## config.mk

```make
export PLATFORM = sky130hd
export DESIGN_NAME = tng_queue
export DESIGN_NICKNAME = d
export VERILOG_FILES = /design/src/design/triangle_normal_generator_assert.svh /design/src/design/tng_pkg.sv /design/src/design/tng_queue.sv
export SDC_FILE = /design/constraint.sdc
export NUM_CORES = 1
export LEC_CHECK = 0
export BUFFER_PORTS_ARGS = -buffer_cell sky130_fd_sc_hd__buf_2
export CAP_MARGIN = 20
export CORE_ASPECT_RATIO = 0.7
export CORE_MARGIN = 2
export CORE_UTILIZATION = 56
export CTS_CLUSTER_DIAMETER = 40
export DETAILED_ROUTE_END_ITERATION = 7
export PLACE_DENSITY = 0.94
export SLEW_MARGIN = 25
export SYNTH_ARGS = -nofsm -noshare
export SYNTH_HDL_FRONTEND = slang
export SYNTH_SLANG_ARGS = --single-unit
```

## constraint.sdc

```tcl
create_clock -name clk -period 18.6 [get_ports clk]
set_input_delay 3.72 -clock clk [delete_from_list [all_inputs] [get_ports clk]]
set_output_delay 3.72 -clock clk [all_outputs]
set_load 0.01 [all_outputs]
```

## src/design/triangle_normal_generator_assert.svh

```systemverilog
// Assertion macros shared by the triangle normal generator RTL.
// Needs clk and rst_n in the scope of the including module.
`ifndef TRIANGLE_NORMAL_GENERATOR_ASSERT_SVH
`define TRIANGLE_NORMAL_GENERATOR_ASSERT_SVH

// Same-cycle implication, disabled during reset.
`define TNG_ASSERT_IMP(lbl, ante, cons, msg) \
  lbl: assert property (@(posedge clk) disable iff (!rst_n) (ante) |-> (cons)) \
    else $error(msg);

// Next-cycle implication, disabled during reset.
`define TNG_ASSERT_NXT(lbl, ante, cons, msg) \
  lbl: assert property (@(posedge clk) disable iff (!rst_n) (ante) |=> (cons)) \
    else $error(msg);

`endif

```

## src/design/tng_pkg.sv

```systemverilog
// Types and constants of the triangle normal generator.
// No dependencies.
`timescale 1ns / 1ps
`default_nettype none
package tng_pkg;

  localparam int POS_W  = 16;
  localparam int EDGE_W = 17;
  localparam int IDX_W  = 16;

  localparam logic [1:0] MODE_LIST  = 2'd0;
  localparam logic [1:0] MODE_STRIP = 2'd1;
  localparam logic [1:0] MODE_FAN   = 2'd2;

  typedef logic signed [POS_W-1:0]  pos_t;
  typedef logic signed [EDGE_W-1:0] edge_t;
  typedef logic [IDX_W-1:0]         idx_t;

  // One triangle handed from the front to the back.
  typedef struct packed {
    edge_t e1x;
    edge_t e1y;
    edge_t e1z;
    edge_t e2x;
    edge_t e2y;
    edge_t e2z;
    logic  flip;
    logic  three;   // emit three results, else one
    logic  last;    // third result closes the range
    idx_t  idx0;
    idx_t  idx1;
    idx_t  idx2;
  } job_t;

endpackage
`default_nettype wire

```

## src/design/tng_queue.sv

```systemverilog
// Two-entry job queue between the front and the back.
// Uses tng_pkg::job_t.
`timescale 1ns / 1ps
`default_nettype none
module tng_queue (
  input  wire logic          clk,
  input  wire logic          rst_n,
  input  wire logic          push,
  input  wire tng_pkg::job_t push_data,
  output logic               full,
  input  wire logic          pop,
  output tng_pkg::job_t      pop_data,
  output logic               valid
);

  tng_pkg::job_t slot_r [2];
  logic          wr_ptr_r;
  logic          rd_ptr_r;
  logic [1:0]    count_r;

  assign full     = (count_r == 2'd2);
  assign valid    = (count_r != 2'd0);
  assign pop_data = slot_r[rd_ptr_r];

  always_ff @(posedge clk) begin
    if (push) begin
      slot_r[wr_ptr_r] <= push_data;
    end
  end

  always_ff @(posedge clk) begin
    if (!rst_n) begin
      wr_ptr_r <= 1'b0;
      rd_ptr_r <= 1'b0;
      count_r  <= 2'd0;
    end else begin
      if (push) wr_ptr_r <= ~wr_ptr_r;
      if (pop)  rd_ptr_r <= ~rd_ptr_r;
      case ({push, pop})
        2'b10:   count_r <= count_r + 2'd1;
        2'b01:   count_r <= count_r - 2'd1;
        default: count_r <= count_r;
      endcase
    end
  end

endmodule
`default_nettype wire

```

* Word-level counts from Yosys, hierarchy flattened *
Memory sizes are Yosys's and may differ from the RTL's. A register that Yosys moved wholly into a read port is not among the register bits.
Cells that the tools add are included.

word-level totals
  bits in registers = 4
  bits in latches = 0
  bits in writable memories = 306
  bits in read-only memories = 0
  bits of input ports = 157
  output and inout bits = 155
  word-level logic and storage cells = 18
  memories = 1

memories
  name    words  bits a word  rd ports  clocked after memory_dff  wr ports  line             text
  slot_r  2      153          1         1                         1         tng_queue.sv:16  tng_pkg::job_t slot_r [2];

cells by class
  add/subtract/negate cells = 2
  multiply operators = 0
  divide/modulo/power cells = 0
  order comparisons = 0
  equality and inequality tests = 3
  shift operators = 0
  mux-type cells = 5
  bitwise operators = 2
  reductions and logical operators = 2

operator list
  cell                                              count
  == test 2 bit, second input constant              2
  2-to-1 mux 1 bit                                  4
  one-hot mux 2 bit (2 select lines)                1
  nonzero test 2 bit                                2
  adder 2 x 1 -> 2 bit, second input constant       1
  == test 2 x 1 -> 1 bit, second input constant     1
  inverter 1 bit                                    2
  subtractor 2 x 1 -> 2 bit, second input constant  1

* Depth between registers and ports, before layout *
  depth in word-level cells = 3
  depth in mapped cells = 5
  gate-level depth less buffers = 5

* Worst setup path after synthesis *
No wires, ideal clock.

  path kind = input-to-reg
  from = input push
  to = memory slot_r[0][0] in the netlist's numbering, enable pin
  library setup time = 673 ps
  data arrival time = 10215 ps
  required time = 17927 ps
  setup slack = 7711 ps
  stages on the path = 2
  buffers on the path = 0
  path through = inv_1 -> nor2_1

between the ends
  word-level cells in the longest chain between the ends = 2

RTL lines
  what                                    line             text
  start: declaration                      tng_queue.sv:8   input wire logic push,
  2-to-1 mux 1 bit                        tng_queue.sv:26  if (push) begin
  2-to-1 mux 1 bit (not written as such)  tng_queue.sv:27  slot_r[wr_ptr_r] <= push_data;
  end: declaration                        tng_queue.sv:16

Every way passes these cells.

==> flow_summary.toml <==
[status]
status = "completed"

[worst_setup_path]
crit_buf_inv = 3
start_kind = "flip-flop"
worst-setup-path-type = "reg -> out"
cp_max_fo = 67
crit_path_frequent_cell = "buf_4"
arrival_ps = 3560
worstPathCellList = "buf_4 -> buf_4 -> mux2_2 -> buf_2"
cp-end-kind = "primary output"
cp.required_ps = 14880
crit_family = "buffers and inverters"
max_stage_delay_ps = 850
crit_slowest_cell = "buf_4"

[global_routing]
grt_first_pass_wirelength_mm = 34.7
overflow = 0
grt_use_total = 0.214
grt_max_degree = 80
grt_pass1_vias = 6074
antenna_found_initial = 3

[clock_tree]
clock_path_buffers = 3
clk_pin_slew_worst_paths_ps = 60
cts_repair_resize_count = 0
cts_root_buf = "clkbuf_16"
ctsHoldBuffers = 0
cts_tree = "yes"
clock-sinks = 311
cts.htree.levels = 2
cts_setup_buffers = 0
cts_buffers = 34
clk_latency_ps = 490

[sta]
maxSlewViolCount = 0
setup_viol = 0
fin_crit_sh = 0.392
slew_headroom = 0.352
rsz0062_at_grt = "no"
max_freq_ghz = 0.137
finalHoldViolCount = 0
skew_ps = 12.3
worstMarginPinSlew_ps = 971
tns_ps = 0
hold_ws_ps = 519
fin_crit_ps = 7280

[yosys]
ys_seq_area_frac = 0.805
syn_inst = 498
syn-cell-area_sq_mm = 0.0115
synth_compound_area_frac = 0.00174
ys_types = 19
synthXorXnorAreaFrac = 0.00228
synth.mux.area_fraction = 0.172
synthSimpleGateAreaFrac = 0.00488
synth_adder_area_share = 0.00108
synth_top_family_by_area = "multiplexers"
ys_warn_count = 0
avgSynthCellArea_sq_um = 23.2
synth-seq-cells = 311
synthesis.nets = 656

[run]
timing.max_cap.violations = 0

[detailed_routing]
wl_met3_mm = 2.29
antenna_left = 0
route.detailed.drc = 0
drt-total-wl_mm = 24.1
routed.top_layer = "met5"
via_count = 6015
wl_met1_mm = 9.72
met2_length_mm = 11.7
wl_per_cell_um = 21.3
drtIter0Drc = 516
routed_via_density = 5.32
drt-pass1-iter-count = 4

[pwr]
finalPower_mw = 1.63
p_per_area_mw_per_mm2 = 113
peakVddDrop_mv = 0.0995
leakage_nw = 5.60

[cells_and_area]
drive_gt1_frac = 0.615
syn2layout_area_growth_pct = 25.3
layout.nets = 992
layout.cells.non_filler = 1130

[floorplan]
fp.dieH_um = 124
dieArea_sq_mm = 0.0218
coreArea_sq_mm = 0.0200
start_util = 0.576
io_pins = 312
row_count = 43
die_w_um = 176

[placement]
gp_congestion = 0.790
port-buffer-count = 311
place_hpwl_mm = 16.0
dp_cells = 1068

[min_path]
hp-class = "reg -> reg"
[worst min-delay path, cell delays in order, from the launching register on]
cell,delay (ps)
dfxtp_1,330
o21ai_0,80
a21boi_1,60
[state kept, by name (all words and copies together), names as in the netlist, named ones only]
signal / flops
slot_r: 306
count_r: 2
rd_ptr_r: 1
wr_ptr_r: 1
[power by group]
group / leakage (nW) / switching (mW) / internal [mW]
Clock: 0.537 / 0.263 / 0.381
Sequential: 2.91 / 0.0149 / 0.811
Combinational: 2.15 / 0.0830 / 0.0819
[per-layer routing]
metal	vias to the layer above	global-route usage
met4	2	0.0527
met2	335	0.358
met5	-	0
li1	2663	-
met3	34	0.0662
met1	2981	0.278
[cells in the final DEF, fill, tap and decap left out, types with 2 or more instances in the layout]
cell	instances
clkbuf_16	37
clkinvlp_4	2
edfxtp_1	306
mux2_2	83
mux2_4	70
diode_2	2
xnor2_1	2
inv_6	4
buf_2	311
buf_4	5
clkbuf_1	6
clkinv_2	6
and2_1	3
dfxtp_1	4
inv_8	2
[cell families after synthesis]
logic type                 count (synthesis)
AOI/OAI and AO/OA                          3
buffers and inverters                     18
xor gates and xnor gates                   3
DFF                                      311
and+or+nand+nor                            9
adders and majority gates                  1
muxes                                    153
[layout make-up]
type	instances	area, sq um
flip-flops and latches	311	9290
fillers	1203	5570
multi-input cells	169	2110
repair buffers	317	1610
clock buffers	43	948
well taps	270	338
clock inverters	17	145
diodes	2	5.00
inverters	1	3.75
[synthesized netlist by cell type (all sizes together)]
| library cell | count | area (sq um) |
|---|---|---|
| nor2b | 1 | 6.26 |
| and2b | 1 | 8.76 |
| a21boi | 1 | 7.51 |
| o21a | 1 | 7.51 |
| edfxtp | 306 | 9190 |
| and2 | 4 | 25.0 |
| or3 | 1 | 6.26 |
| nor2 | 1 | 3.75 |
| or2 | 1 | 6.26 |
| inv | 1 | 3.75 |
| xnor2 | 2 | 17.5 |
| buf | 17 | 141 |
| ha | 1 | 12.5 |
| xor2 | 1 | 8.76 |
| mux2 | 153 | 1990 |
| o21ai | 1 | 5.00 |
| dfxtp | 5 | 100 |
[per-stage QoR]
| step | utilization | instance area, sq um | setup slack, ps |
|---|---|---|---|
| after detailed placement | 0.667 | 13300 | 11820 |
| after CTS | 0.721 | 14400 | 11290 |
| after floorplan | - | 11500 | 7710 |
| final | 0.722 | 14400 | 11320 |
| after global routing | 0.722 | 14400 | 11140 |
| after global placement | 0.667 | 13300 | 11880 |
[worst paths after layout]
path	cells past startpoint	startpoint	endpoint	slack, ps
worst max-delay path	4	flip-flop	pop_data[152]	11320
worst min-delay path	2	count_r[1]$_SDFFE_PN0P_	count_r[1]$_SDFFE_PN0P_	520
worst max register to register	3	wr_ptr_r$_SDFFE_PN0P_	slot_r[1][71]$_DFFE_PP_	15650
worst min register to register	2	count_r[1]$_SDFFE_PN0P_	count_r[1]$_SDFFE_PN0P_	520
Power figures use the tool's default switching activity.
