<file path="src/design/triangle_normal_generator_assert.svh">
// Assertion macros shared by the triangle normal generator RTL.
// Needs clk and rst_n in the scope of the including module.
`ifndef TRIANGLE_NORMAL_GENERATOR_ASSERT_SVH
`define TRIANGLE_NORMAL_GENERATOR_ASSERT_SVH

// Same-cycle implication, disabled during reset.
`define TNG_ASSERT_IMP(lbl, ante, cons, msg) \
  lbl: assert property (@(posedge clk) disable iff (!rst_n) (ante) |-> (cons)) \
    else $error(msg);

// Next-cycle implication, disabled during reset.
`define TNG_ASSERT_NXT(lbl, ante, cons, msg) \
  lbl: assert property (@(posedge clk) disable iff (!rst_n) (ante) |=> (cons)) \
    else $error(msg);

`endif

</file>
<file path="src/design/tng_pkg.sv">
// Types and constants of the triangle normal generator.
// No dependencies.
`timescale 1ns / 1ps
`default_nettype none
package tng_pkg;

  localparam int POS_W  = 16;
  localparam int EDGE_W = 17;
  localparam int IDX_W  = 16;

  localparam logic [1:0] MODE_LIST  = 2'd0;
  localparam logic [1:0] MODE_STRIP = 2'd1;
  localparam logic [1:0] MODE_FAN   = 2'd2;

  typedef logic signed [POS_W-1:0]  pos_t;
  typedef logic signed [EDGE_W-1:0] edge_t;
  typedef logic [IDX_W-1:0]         idx_t;

  // One triangle handed from the front to the back.
  typedef struct packed {
    edge_t e1x;
    edge_t e1y;
    edge_t e1z;
    edge_t e2x;
    edge_t e2y;
    edge_t e2z;
    logic  flip;
    logic  three;   // emit three results, else one
    logic  last;    // third result closes the range
    idx_t  idx0;
    idx_t  idx1;
    idx_t  idx2;
  } job_t;

endpackage
`default_nettype wire

</file>
<file path="src/design/tng_front.sv">
// Front: takes vertices, tracks the primitive assembly and builds triangle jobs.
// Uses tng_pkg.
`timescale 1ns / 1ps
`default_nettype none
module tng_front (
  input  wire logic          clk,
  input  wire logic          rst_n,
  input  wire logic          cfg_wr_en,
  input  wire logic [1:0]    cfg_wr_data,
  input  wire logic          in_tvalid,
  output logic               in_tready,
  input  wire logic [47:0]   in_tdata,
  input  wire logic          in_tlast,
  output logic               push,
  output tng_pkg::job_t      push_data,
  input  wire logic          q_full
);

  logic [1:0]     mode_r;
  logic [1:0]     seen_r;
  tng_pkg::idx_t  count_r;
  tng_pkg::pos_t  a_r [3];
  tng_pkg::pos_t  b_r [3];
  tng_pkg::pos_t  anc_r [3];
  tng_pkg::pos_t  p [3];
  tng_pkg::pos_t  p0 [3];
  tng_pkg::edge_t e1 [3];
  tng_pkg::edge_t e2 [3];
  logic           take;
  logic           is_strip;
  logic           is_fan;

  assign in_tready = ~q_full;
  assign take      = in_tvalid & in_tready;
  assign is_strip  = (mode_r == tng_pkg::MODE_STRIP);
  assign is_fan    = (mode_r == tng_pkg::MODE_FAN);

  assign p[0] = in_tdata[15:0];
  assign p[1] = in_tdata[31:16];
  assign p[2] = in_tdata[47:32];

  always_comb begin
    for (int i = 0; i < 3; i++) begin
      p0[i] = is_fan ? anc_r[i] : a_r[i];
      e1[i] = tng_pkg::edge_t'(b_r[i]) - tng_pkg::edge_t'(p0[i]);
      e2[i] = tng_pkg::edge_t'(p[i]) - tng_pkg::edge_t'(p0[i]);
    end
  end

  always_comb begin
    push_data.e1x  = e1[0];
    push_data.e1y  = e1[1];
    push_data.e1z  = e1[2];
    push_data.e2x  = e2[0];
    push_data.e2y  = e2[1];
    push_data.e2z  = e2[2];
    push_data.flip = is_strip & count_r[0];
    if (is_fan) begin
      push_data.idx0  = count_r - 16'd1;
      push_data.idx1  = count_r;
      push_data.idx2  = '0;
      push_data.three = in_tlast;
      push_data.last  = 1'b1;
    end else if (is_strip) begin
      push_data.idx0  = count_r - 16'd2;
      push_data.idx1  = count_r - 16'd1;
      push_data.idx2  = count_r;
      push_data.three = in_tlast;
      push_data.last  = 1'b1;
    end else begin
      push_data.idx0  = count_r - 16'd2;
      push_data.idx1  = count_r - 16'd1;
      push_data.idx2  = count_r;
      push_data.three = 1'b1;
      push_data.last  = in_tlast;
    end
  end

  assign push = take & (seen_r == 2'd2);

  always_ff @(posedge clk) begin
    if (take) begin
      case (seen_r)
        2'd0: begin
          if (is_fan) anc_r <= p;
          else        a_r   <= p;
        end
        2'd1: b_r <= p;
        default: begin
          if (is_strip) a_r <= b_r;
          b_r <= p;
        end
      endcase
    end
  end

  always_ff @(posedge clk) begin
    if (!rst_n) begin
      mode_r  <= tng_pkg::MODE_LIST;
      seen_r  <= 2'd0;
      count_r <= '0;
    end else if (cfg_wr_en) begin
      mode_r  <= cfg_wr_data;
      seen_r  <= 2'd0;
      count_r <= '0;
    end else if (take) begin
      if (in_tlast) begin
        seen_r  <= 2'd0;
        count_r <= '0;
      end else begin
        count_r <= count_r + 16'd1;
        if (seen_r != 2'd2)   seen_r <= seen_r + 2'd1;
        else if (!is_strip && !is_fan) seen_r <= 2'd0;
      end
    end
  end

endmodule
`default_nettype wire

</file>
<file path="config.mk">
export PLATFORM = sky130hd
export DESIGN_NAME = tng_front
export DESIGN_NICKNAME = d
export VERILOG_FILES = /design/src/design/triangle_normal_generator_assert.svh /design/src/design/tng_pkg.sv /design/src/design/tng_front.sv
export SDC_FILE = /design/constraint.sdc
export NUM_CORES = 1
export LEC_CHECK = 0
export ABC_AREA = 0
export BUFFER_PORTS_ARGS = -buffer_cell sky130_fd_sc_hd__buf_4
export CORE_MARGIN = 4
export CORE_UTILIZATION = 28
export CTS_CLUSTER_DIAMETER = 60
export CTS_CLUSTER_SIZE = 30
export DETAILED_ROUTE_END_ITERATION = 6
export RECOVER_POWER = 50
export SYNTH_ARGS = -nofsm -noshare
export SYNTH_HDL_FRONTEND = slang
export SYNTH_SLANG_ARGS = --single-unit
</file>
<file path="constraint.sdc">
create_clock -name clk -period 5.6 [get_ports clk]
set_clock_uncertainty 0.05 [all_clocks]
set_input_delay 0.28 -clock clk [delete_from_list [all_inputs] [get_ports clk]]
set_output_delay 0.28 -clock clk [all_outputs]
set_load 0.02 [all_outputs]
</file>
== Word-level counts from Yosys, hierarchy flattened ==
Cells that the tools add are included.
Operators by class
  $add $sub $neg: 10
  equal/unequal tests: 6
  multiplexer cells: 12
  bitwise gates (word level): 7
  reduce and logical (&&, ||, !) cells: 11
Operators with widths (number)
  subtractor 16 x 16 -> 17 bit: 6
  2-to-1 mux 50 bit: 2
  2-to-1 mux 48 bit: 2
  case mux 48 bit (2 select lines): 1
  2-to-1 mux 16 bit: 4
  adder 16 x 1 -> 16 bit, second input constant: 1
  subtractor 16 x 1 -> 16 bit, second input constant: 1
  subtractor 16 x 2 -> 16 bit, second input constant: 1
  2-to-1 mux 2 bit: 3
  equality test 2 x 1 -> 1 bit, second input constant: 2
  equality test 2 bit, second input constant: 2
  != test 2 bit, second input constant: 2
  NOT 1 bit: 4
  AND reduction 2 bit: 2
  AND reduction 4 bit: 1
  bitwise AND 1 bit: 3
  AND reduction 3 bit: 1
  nonzero test 3 bit: 1
  adder 2 x 1 -> 2 bit, second input constant: 1
  zero test 1 bit: 2
  zero test 2 bit: 1
  nonzero test 2 bit: 1
  OR reduction 2 bit: 1
  logical AND 1 bit: 1
Word-level totals
  register bits after elaboration: 164
  input bits: 56
  output and inout port bits: 155
  word-level logic and storage cells: 58

== Longest topological paths before layout ==
Gate-level depths: netlist of the first run.
  depth after elaboration: 6
  depth in mapped cells: 21
  mapped depth without buffers: 14

== Worst setup path before layout of the first run ==
No wires, ideal clock.
  kind: register to output
  start: register mode_r[0]
  end: output port push_data[117] (netlist bit)
  data arrival time: 4489 ps
  data required time: 5270 ps
  path slack: 781 ps
  stages on the path, launching flop included: 20
  buffers on the path: 7
  cells stage by stage: dfxtp_1 inv_1 ha_1 buf_6 buf_12 buf_6 buf_6 clkbuf_8 clkbuf_1 clkbuf_1 mux2_2 ha_1 maj3_2 a2111o_1 a31oi_2 a221oi_2 or3_4 o311ai_1 a21oi_1 xnor2_1
RTL lines
  start, declared: line tng_front.sv:19  | logic [1:0] mode_r;
  start signal, assigned: line tng_front.sv:99  | mode_r <= tng_pkg::MODE_LIST;
  start signal, assigned: line tng_front.sv:103  | mode_r <= cfg_wr_data;
  end, declared: line tng_front.sv:15  | output tng_pkg::job_t push_data,

==> flow_summary_export.csv, run 1 <==
group,metric,value,unit
run_status,status,"finished, violations left",
run_status,violations,"max-capacitance violations, max-slew violations",
global_routing,use_met3,0.02423,
layout,drive_gt1_frac,0.1894,
pwr,p_total,3746,µW
synthesis,synth.area.top_cells,"edfxtp_1 (36%), xnor2_1 (8.2%), ha_1 (6.5%), mux2_2 (4.2%), dfxtp_1 (3.4%)",
global_routing,grt_pass1_wl,52240,µm
synthesis,ys_types,80,
global_routing,use_met1,0.1853,
sta,fin_crit_sh,0.9119,
sta,holdWs,0.03314,ns
synthesis,ys_ff_latch,164,
floorplanning,rows,75,
global_routing,grt_overflow,0,
place,dp_cells,1909,
setup_path,worstSetupPathType,"flop to output port",
synthesis,syn_nets,1319,
synthesis,yosysMostFrequentCell,"edfxtp_1",
setup_path,critPathMaxFanout,30,
sta,setup_viol,0,
synthesis,syn-mean-instance-area,9.948,µm²
clock_network,post_cts_resized,0,
floorplanning,dieHeight,214.6,µm
sta,hold_viol_final,0,
sta,rsz0062_at_grt,"false",
layout,n_antenna_cell,0,
layout,syn_to_final_growth,23.42,%
setup_path,end_kind,"output port",
synthesis,synth_commonest_cells,"edfxtp_1 (144), xnor2_1 (112), nand2_1 (92)",
global_routing,antenna_found_initial,1,
pwr,p_leak,0.005553,µW
routing,post_drt_wl_per_cell,16.80,µm
sta,slew-limit-headroom,-1.512,
routing,via_count,9783,
layout,fin_cells,1975,
pwr,p_clk_frac,0.320,
pwr,p_comb_frac,0.313,
pwr,switchingPower,1196,µW
global_routing,grt_pass1_vias,9471,
sta,maxSlewViolCount,110,
global_routing,grt_max_degree,59,
clock_network,cts_setup_buffers,0,
synthesis,netlist.area_leader.share,0.3619,
clock_network,worst_skew_pair.late_latency,0.44,ns
clock_network,cts.sinks,164,
pwr,power.internal,2550,µW
clock_network,postCtsHoldBufs,34,
synthesis,async_flop_share,0,
global_routing,grt-busiest-layer,"met2",
synthesis,yosys_warnings,0,
sta,fin_crit,5.107,ns
clock_network,cts_buffers,17,
clock_network,cts.reportedPaths.clkPinSlew,0.07,ns
place,port_buffers,210,
pwr,power_density,254.1,mW/mm²
routing,firstDrtPassIters,5,
routing,first_iter_violations,617,
synthesis,synth_edf_count,144,
pwr,ir_drop,0.1746,mV
floorplanning,io_pins,211,
pwr,seqPwrFrac,0.367,
routing,ant_nets,0,
layout,fin_area,0.01475,mm²
worst_hold_path,min_path_type,"primary input to flop",
clock_network,cts.htree.levels,4,
sta,tightest_slew,3.768,ns
place,placed_cell_area,0.01406,mm²
sta,tns,0,ns
routing,vias_per_cell,4.953,
synthesis,synth_top_cell_by_area,"edfxtp_1",
place,dp_hpwl,24200,µm
routing,totalWireLength,33180,µm
sta,max_freq,0.1958,GHz
floorplanning,die_w,214.6,µm
synthesis,synth_area,0.01195,mm²
setup_path,worstPathArrival,4.78,ns
setup_path,worstSetupStartpointType,"flop",
place,gp_congestion,0.8497,
run,max-cap-violations,3,
synthesis,ys.flop_type,"edfxtp_1",
layout,nNetsFinal,1541,
clock_network,cts-root-buf,"clkbuf_16",
routing,drc,0,
floorplanning,core_area,0.04204,mm²
layout,nFillCells,4297,
floorplanning,start_util,0.2842,
setup_path,critPathRequiredTime,5.27,ns
clock_network,clockBufferDepth,2,
global_routing,gr-usage-all-layers,0.1402,
global_routing,grtUsageMet2,0.2339,
floorplanning,die_area,0.04604,mm²
clock_network,cts_tree,"yes",
synthesis,ys_seq_area_frac,0.3954,
synthesis,synth_cells,1201,
pwr,swShare,0.3193,
==> worst paths after layout <==
check / end / startpoint / slack, ns / cells past startpoint
worst max-delay path: push_data[65] / mode_r[0] / 0.49 / 13
worst min-delay path: mode_r[1] / rst_n / 0.03 / 2
worst max register to register: anc_r[19] / seen_r[1] / 0.66 / 5
worst min register to register: count_r[1] / count_r[1] / 0.46 / 2
==> sequential cells by signal (all words and copies together), names as in the netlist <==
name,cells
a_r,48
anc_r,48
b_r,48
count_r,16
mode_r,2
seen_r,2
==> critical path, cell delays in order, from the launching register on <==
cell and delay [ns]:
dfxtp_1 0.32, inv_1 0.09, ha_4 0.55, buf_4 0.45, mux2i_2 0.55, a22oi_1 0.14, o2111a_1 0.16, o41ai_2 0.46
o21ai_1 0.15, a221oi_1 0.44, o311ai_1 0.28, and4_1 0.26, a211o_1 0.26, buf_4 0.16
==> power groups by stage <==
stage,registers [µW],clock network [µW],logic (µW)
after floorplan,1400,0,740
after global placement,1400,0,1170
after detailed placement,1400,0,1180
after CTS,1370,1240,1200
after global routing,1380,1290,1270
final,1370,1200,1170
==> stage by stage <==
stage / worst slack, ns / util
2_1_floorplan: 0.7806 / -
3_3_place_gp: 0.9164 / 0.3345
4_1_cts: 0.3936 / 0.3565
6_report: 0.4932 / 0.3507
3_5_place_dp: 0.9011 / 0.3345
5_1_grt: 0.1181 / 0.3507
==> layout by cell type (no fill, tap or decap), drive strengths merged, types with 10 or more instances in the layout <==
cell,count
xor2,45
a221oi,10
clkbuf,81
ha,62
edfxtp,144
a21oi,67
and2,10
nor2b,30
buf,160
nor3,34
o211ai,10
nor2,87
a211oi,10
a31oi,18
xnor2,112
dlygate4sd3,34
nand3,26
dfxtp,20
a21o,19
mux2i,49
mux2,46
o21ai,59
inv,57
maj3,20
nand2,92
==> layer usage <==
metal  up-vias  routed length [µm]
li1       4823                   -
met5         -                  12
met3        39                1106
met2       198               15840
met4         2                 562
met1      4721               15660
==> cell families (layout without fill, tap and decap cells) <==
kind of cell / Yosys count / in the layout / synth area share
and+or+nand+nor: 335 / 335 / 0.1335
AOI/OAI and AO/OA: 258 / 258 / 0.1437
DFF: 164 / 164 / 0.3954
xor gates and xnor gates: 157 / 157 / 0.1151
buffers and inverters: 110 / 345 / 0.04116
muxes: 95 / 95 / 0.08933
adders and majority gates: 82 / 82 / 0.08179
==> area by class of cell <==
cell class | instances | area, µm² | share of cell area
repair buffers | 258 | 1785 | 0.1211
flip-flops and latches | 164 | 4725 | 0.3204
inverters | 55 | 206.4 | 0.01400
well taps | 539 | 674.4 | 0.04574
clock inverters | 15 | 162.7 | 0.01103
clock buffers | 17 | 425.4 | 0.02885
multi-input cells | 927 | 6766 | 0.4589
Note: power is estimated with default switching activity, not from simulation.
==> inputs of run 2 (changes only) <==
==> constraint.sdc (replaced) <==
create_clock -name clk -period 5.6 [get_ports clk]
set_clock_uncertainty 0.05 [all_clocks]
set_input_delay 0.56 -clock clk [delete_from_list [all_inputs] [get_ports clk]]
set_output_delay 0.56 -clock clk [all_outputs]
set_load 0.02 [all_outputs]
==> flow_summary_export.csv, run 2 (synthesis gave the netlist of run 1 again) <==
group,metric,value,unit
layout,layout_common_cells,"buf_4 (161), edfxtp_1 (144), xnor2_1 (112)",
pwr,p_leak,0.005417,µW
floorplanning,dieHeight,214.6,µm
global_routing,grt-busiest-layer,"met2",
setup_path,cp_slowest_cell,"a221oi_1",
setup_path,crit_family,"compound AO/OA/AOI/OAI gates",
routing,via_count,9730,
pwr,p_clk_frac,0.313,
global_routing,gr-usage-all-layers,0.1419,
pwr,switchingPower,1227,µW
sta,setup_viol,0,
layout,final_common_cell,"buf_4",
run_status,status,"finished, violations left",
layout,nNetsFinal,1510,
sta,slew-limit-headroom,-0.9586,
setup_path,worstSetupStartpointType,"flop",
layout,syn_to_final_growth,20.81,%
clock_network,cts.reportedPaths.clkPinSlew,0.07,ns
clock_network,cts-root-buf,"clkbuf_16",
setup_path,path_cells,"inv_1, ha_4, mux2_2, xnor2_1, ha_1, a21o_1, maj3_1, a221oi_1, o21ai_0, o221ai_1, a31oi_1, a21oi_1, xnor2_1, buf_4",
routing,first_iter_violations,638,
global_routing,use_met3,0.03089,
sta,maxSlewViolCount,111,
clock_network,cts_buffers,17,
clock_network,cts.sinks,164,
setup_path,critPathMaxStageDelay,0.54,ns
global_routing,use_met1,0.1803,
setup_path,startpoint,"mode_r[0]",
floorplanning,die_w,214.6,µm
clock_network,worst_skew_pair.late_latency,0.44,ns
global_routing,antenna_found_initial,4,
place,gp_congestion,0.8700,
sta,fin_crit,5.148,ns
sta,hold_viol_final,0,
routing,ant_nets,0,
sta,fin_crit_sh,0.9194,
global_routing,grt_max_degree,49,
routing,drc,0,
pwr,p_comb_frac,0.314,
pwr,swShare,0.3324,
layout,fin_area,0.01443,mm²
floorplanning,io_pins,211,
place,port_buffers,210,
global_routing,grtUsageMet2,0.2412,
layout,final_util,0.3433,
sta,max_freq,0.1942,GHz
floorplanning,start_util,0.2842,
setup_path,worstPathArrival,4.54,ns
layout,drive_gt1_frac,0.1979,
floorplanning,core_area,0.04204,mm²
sta,tightest_slew,2.927,ns
setup_path,worstSetupPathType,"flop to output port",
pwr,power_density,255.7,mW/mm²
worst_hold_path,min_path_type,"primary input to flop",
place,placed_cell_area,0.01408,mm²
clock_network,postCtsHoldBufs,0,
setup_path,crit_top_cell,"xnor2_1",
place,dp_cells,1911,
global_routing,grt_pass1_vias,9550,
global_routing,grt_overflow,0,
worst_hold_path,min_from,"rst_n",
sta,tns,0,ns
routing,firstDrtPassIters,6,
sta,holdWs,0.3023,ns
clock_network,cts.htree.levels,4,
place,dp_hpwl,24650,µm
setup_path,critPathRequiredTime,4.99,ns
run,max-cap-violations,3,
setup_path,r2r-start,"seen_r[1]",
clock_network,clockBufferDepth,2,
routing,post_drt_wl_per_cell,17.15,µm
run_status,violations,"max-capacitance violations, max-slew violations",
setup_path,cp_num_buf_inv,2,
floorplanning,die_area,0.04604,mm²
layout,top_regs,"a_r x48, anc_r x48, b_r x48",
pwr,power.internal,2464,µW
clock_network,cts_tree,"yes",
pwr,ir_drop,0.1467,mV
setup_path,critPathMaxFanout,18,
pwr,seqPwrFrac,0.372,
sta,rsz0062_at_grt,"false",
setup_path,end_kind,"output port",
layout,fin_cells,1946,
floorplanning,rows,75,
global_routing,grt_pass1_wl,52840,µm
routing,vias_per_cell,5.000,
routing,totalWireLength,33370,µm
==> run 2: what timing repair did <==
action | CTS | global route
gates resized for setup | 0 | 1
setup buffers | 0 | 1
setup endpoints to repair | 0 | 3
==> run 2: stage by stage <==
step                total power [µW]  setup slack, ns
floorplan                       2138           0.5006
global placement                2571           0.7569
detailed placement              2582           0.6834
CTS                             3765           0.1281
global route                    3884           0.1467
finish                          3690           0.4515
==> run 2: power groups by stage <==
stage / logic [µW] / clock network, µW / registers, µW
CTS: 1190 / 1200 / 1370
floorplan: 740 / 0 / 1400
finish: 1160 / 1160 / 1370
global route: 1260 / 1250 / 1380
global placement: 1170 / 0 / 1400
detailed placement: 1180 / 0 / 1400
==> run 2: cell type report <==
type | instances | area (µm²)
multi-input cells | 927 | 6770
well taps | 539 | 674.4
diodes | 2 | 5.005
clock inverters | 15 | 142.6
inverters | 55 | 206.4
fillers | 4314 | 27610
flip-flops and latches | 164 | 4725
repair buffers | 227 | 1485
clock buffers | 17 | 425.4
==> run 2: final timing paths <==
check              endpoint  slack [ns]  cells past startpoint
max reg2reg         a_r[29]        0.87                      3
min               mode_r[1]        0.30                      2
max          push_data[150]        0.45                     14
min reg2reg       seen_r[0]        0.47                      2
==> run 2: metal layers <==
metal  up-vias  wire [µm]
met4         4        634
met3        42       1510
met2       220      16170
met5         -         31
li1       4770          -
met1      4694      15020
